### src/rtl/turing_machine_step_defines.svh
// ----------------------------------------------------------------------------
// Turing machine step engine: assertion macros
// Shared assertion shorthands for the RTL of the step engine.
// ----------------------------------------------------------------------------
`ifndef TURING_MACHINE_STEP_DEFINES_SVH
`define TURING_MACHINE_STEP_DEFINES_SVH

// same-cycle implication, checked on every rising edge out of reset
`define TMS_ASSERT_IMPLIES(label, clk, rst_n, ante, cons) \
  label: assert property (@(posedge clk) disable iff (!(rst_n)) \
    (ante) |-> (cons)) else $error("same-cycle check failed");

// next-cycle implication, checked on every rising edge out of reset
`define TMS_ASSERT_NEXT(label, clk, rst_n, ante, cons) \
  label: assert property (@(posedge clk) disable iff (!(rst_n)) \
    (ante) |=> (cons)) else $error("next-cycle check failed");

`endif

### src/rtl/tms_ram.sv
// ----------------------------------------------------------------------------
// Turing machine step engine: simple dual-port RAM
// One write port and one read port, read data registered.
// ----------------------------------------------------------------------------
module tms_ram #(
  parameter int unsigned DEPTH = 256,
  parameter int unsigned WIDTH = 8
) (
  input  logic                     clk_i,
  input  logic                     we_i,
  input  logic [$clog2(DEPTH)-1:0] waddr_i,
  input  logic [WIDTH-1:0]         wdata_i,
  input  logic [$clog2(DEPTH)-1:0] raddr_i,
  output logic [WIDTH-1:0]         rdata_o
);

  logic [WIDTH-1:0] mem_q [DEPTH];
  logic [WIDTH-1:0] rdata_q;

  // write port
  always_ff @(posedge clk_i) begin
    if (we_i) begin
      mem_q[waddr_i] <= wdata_i;
    end
  end

  // registered read port
  always_ff @(posedge clk_i) begin
    rdata_q <= mem_q[raddr_i];
  end

  assign rdata_o = rdata_q;

endmodule

### config.mk
export PLATFORM = sky130hd
export DESIGN_NAME = tms_ram
export DESIGN_NICKNAME = d
export VERILOG_FILES = /design/src/rtl/turing_machine_step_defines.svh /design/src/rtl/tms_ram.sv
export SDC_FILE = /design/constraint.sdc
export NUM_CORES = 2
export LEC_CHECK = 0
export BUFFER_PORTS_ARGS = -buffer_cell sky130_fd_sc_hd__buf_4
export CAP_MARGIN = 25
export CORE_ASPECT_RATIO = 2
export CORE_MARGIN = 4
export CORE_UTILIZATION = 50
export CTS_CLUSTER_DIAMETER = 50
export DETAILED_ROUTE_END_ITERATION = 12
export PLACE_DENSITY = 0.65
export SLEW_MARGIN = 20
export SYNTH_ARGS = -nofsm -noshare
export SYNTH_HDL_FRONTEND = slang
export SYNTH_SLANG_ARGS = --single-unit
### constraint.sdc
create_clock -name clk_i -period 3.1 [get_ports clk_i]
set_clock_uncertainty 0.1 [all_clocks]
set_input_delay 0.775 -clock clk_i [delete_from_list [all_inputs] [get_ports clk_i]]
set_output_delay 0.775 -clock clk_i [all_outputs]
set_load 0.02 [all_outputs]
==> results.sh <==
export IMPL_setup_viol=0
export IMPL_relSlewSlack=0.251
export IMPL_cts_tree="built"
export IMPL_placementRows=206
export IMPL_cp_max_fo=13
export IMPL_rsz0062_at_grt="false"
export IMPL_vdd_drop_max_mv=0.564
export IMPL_synthAdderAreaFrac=0
export IMPL_grt_overflow=0
export IMPL_worstMarginPinSlew_ns=1.12
export IMPL_core_area_um2=158000
export IMPL_drv_cap=0
export IMPL_clock_path_buffers=4
export IMPL_finalWeightedCongestion=0.913
export IMPL_ctsRootBufferMaster="clkbuf_16"
export IMPL_final_cells=6613
export IMPL_die_height_um=572
export IMPL_startpoint_type="primary input"
export IMPL_power_share_sequential=0.560
export IMPL_drc=0
export IMPL_fillers=11400
export IMPL_synth_area_um2=79600
export IMPL_cp_arrival_ns=3.65
export IMPL_clock_sinks=2056
export IMPL_synth_compound_area_share=0.0342
export IMPL_clk_transition_reported_paths_ns=0.07
export IMPL_antenna_found_initial=9
export IMPL_pwr_share_clk=0.380
export IMPL_htreeDepth=4
export IMPL_syn_nets=3759
export IMPL_status="finished clean"
export IMPL_max_freq_mhz=329
export IMPL_finalHoldViolCount=0
export IMPL_synth_ff_type="edfxtp_1"
export IMPL_path_cells="buf_8 -> buf_12 -> buf_4 -> buf_12 -> buf_4 -> mux4_2 -> a22oi_1 -> a21oi_1 -> nor4_1 -> buf_4 -> nor4_1"
export IMPL_drt_wl_total_um=210000
export IMPL_synth_avg_cell_area_um2=21.3
export IMPL_detail_route_antenna_nets=0
export IMPL_p_int_mw=43.3
export IMPL_power_switching_mw=11.5
export IMPL_grt_use_total=0.253
export IMPL_wl_per_cell_um=31.8
export IMPL_layout_nets=4434
export IMPL_vias_per_cell=6.14
export IMPL_combPwrFrac=0.060
export IMPL_critPathKind="primary input to register"
export IMPL_synth_xor_area_frac=0
export IMPL_synthCells=3733
export IMPL_crit_path_frequent_cell="buf_4"
export IMPL_hold_path_class="primary input to register"
export IMPL_die_width_um=290
export IMPL_switching_share=0.210
export IMPL_drt_initial_drc_count=4013
export IMPL_cts_buffers=171
export IMPL_syn2layout_area_growth_pct=16.5
export IMPL_p_per_area_nw_per_um2=591
export IMPL_vias=40600
export IMPL_hpwl_um=148000
export IMPL_grt_pass1_wl_um=302000
export IMPL_synth_simple_area_share=0.0263
export IMPL_dp_cells=6315
export IMPL_fin_crit_ns=3.04
export IMPL_synthMuxAreaShare=0.146
export IMPL_end_kind="register"
export IMPL_period_share=0.981
export IMPL_finalSetupTns_ns=0
export IMPL_grt_pass1_vias=42600
export IMPL_synth_edff_count=2048
export IMPL_power_leakage_nw=29.9
export IMPL_cts_setup_buffers=0
export IMPL_async_flop_share=0
export IMPL_insertion_delay_ns=0.82
export IMPL_first_pass_iters=5
export IMPL_netlist_cell_type_count=55
export IMPL_dieArea_um2=166000
export IMPL_top_level_ports=34
export IMPL_cp_data_required_time_ns=3.71
export IMPL_synth_top_family_by_area="multiplexers"
export IMPL_max_stage_delay_ns=0.73
export IMPL_initial_utilization=0.504
export IMPL_synth_seq_cells=2056
export IMPL_ys_seq_area_frac=0.775
export IMPL_cp_slowest_cell="nor4_1"
export IMPL_io_buffers=33
export IMPL_yosys_warnings=0
export IMPL_grt_max_degree=124
export IMPL_drive_above_1_share=0.322
export IMPL_finalMaxSlewViolations=0
-- power by group through the flow --
stage | Sequential (mW) | Combinational [mW] | Clock (mW)
CTS | 30.7 | 3.31 | 21.2
floorplan | 31.3 | 1.49 | 0
global route | 30.7 | 3.43 | 22.3
global placement | 31.3 | 3.25 | 0
finish | 30.7 | 3.29 | 20.8
detailed placement | 31.3 | 3.30 | 0
-- area by class of cell --
| class | instances | area [µm²] | share of cell area |
|---|---|---|---|
| sequential | 2056 | 61700 | 0.665 |
| multi-input combinational | 1442 | 16600 | 0.179 |
| timing repair buffer | 735 | 6610 | 0.0713 |
| clock buffer | 202 | 4470 | 0.0482 |
| tap | 2080 | 2600 | 0.0281 |
| clock inverter | 89 | 790 | 0.00852 |
| antenna | 7 | 17.5 | 0.000189 |
| inverter | 2 | 7.51 | 0.0000810 |
-- cells in the mapped netlist, drive strengths merged (5+ instances only) --
master | count | area (µm²)
o211ai | 10 | 75.1
o221ai | 47 | 418
a21oi | 96 | 480
a22oi | 133 | 998
a211oi | 16 | 120
nor2b | 31 | 194
nand3 | 34 | 170
nor4 | 27 | 188
and2 | 6 | 37.5
o21ai | 12 | 60.1
nand2b | 8 | 50.1
dfxtp | 8 | 160
a2111oi | 5 | 52.6
o22a | 5 | 43.8
nand4 | 10 | 62.6
mux4 | 456 | 10300
a221oi | 14 | 129
buf | 122 | 1030
mux2i | 134 | 1340
clkbuf | 111 | 417
o22ai | 28 | 175
nor2 | 282 | 1060
nor3 | 22 | 110
o32ai | 5 | 51.3
edfxtp | 2048 | 61500
nand2 | 33 | 124
a22o | 8 | 70.1
-- state kept, by name, indices dropped and copies added, names as in the netlist --
signal,cells
mem_q,2048
rdata_o,8
-- repair_timing --
item | in CTS | in global routing
gates cloned | 0 | 0
setup endpoints to repair | 2 | 1
hold buffers | 0 | 0
resized for setup | 2 | 1
-- logic make-up (layout without fill, tap and decap cells) --
kind of cell,count (synthesis),count (layout)
multiplexers,591,591
buffers and inverters,235,1028
AND/OR/NAND/NOR,466,466
other,0,7
flip-flops,2056,2056
AO/OA/AOI/OAI,385,385
-- stage by stage --
step | hold WS, ns | worst slack (ns) | power [mW] | util | area [µm²]
3_3_place_gp | 0.952 | -1.54 | 34.5 | 0.554 | 87400
5_1_grt | 0.113 | 0.00827 | 56.3 | 0.588 | 92700
3_5_place_dp | 0.950 | -0.961 | 34.6 | 0.554 | 87400
2_1_floorplan | 0.670 | 0.287 | 32.8 | - | 79600
4_1_cts | 0.0791 | 0.0286 | 55.2 | 0.588 | 92700
6_report | 0.131 | 0.0600 | 54.8 | 0.588 | 92700
-- critical path, delay by kind of cell --
kind	cells	cell delay, ns
AO/OA/AOI/OAI	2	0.36
buffers and inverters	6	1.18
multiplexers	1	0.50
AND/OR/NAND/NOR	2	0.78
-- metal layers --
layer  up-vias  global-route usage  wire, µm
met5         -                   0        39
met4         8               0.136     13200
met3       505              0.0312     11600
met2      1615               0.485    118000
met1     21500               0.270     66800
li1      17000                   -         -
-- cells in the final DEF (no fill, tap or decap), types with 6 or more instances in the layout --
master and instances:
edfxtp_1 2048, buf_4 643, mux4_2 454, nor2_1 279, clkbuf_16 174, mux2i_1 134
a22oi_1 133, a21oi_1 96, buf_12 82, o221ai_1 46, nand2_1 33, nand3_1 31
clkinv_1 29, o22ai_1 28, nor2b_1 28, clkbuf_1 27, clkinv_2 26, nor3_1 22
nor4_1 18, a211oi_1 15, a221oi_1 13, bufinv_16 12, clkinvlp_4 12, nand4_1 10
o211ai_1 10, o21ai_0 10, nor4_2 9, nand2b_1 8, a22o_1 8, clkbuf_8 8
dfxtp_1 8, diode_2 7, clkinv_4 6
-- worst paths after layout --
kind                               startpoint            to  slack (ns)  cells past startpoint
worst min-delay path               wdata_i[6]  mem_q[50][6]        0.13                      1
worst max register to register   mem_q[48][4]    rdata_o[4]        0.32                      7
worst max-delay path               raddr_i[0]    rdata_o[1]        0.06                     11
worst min register to register  mem_q[220][0]    rdata_o[0]        1.02                      5
(Power assumes the default switching activity.)
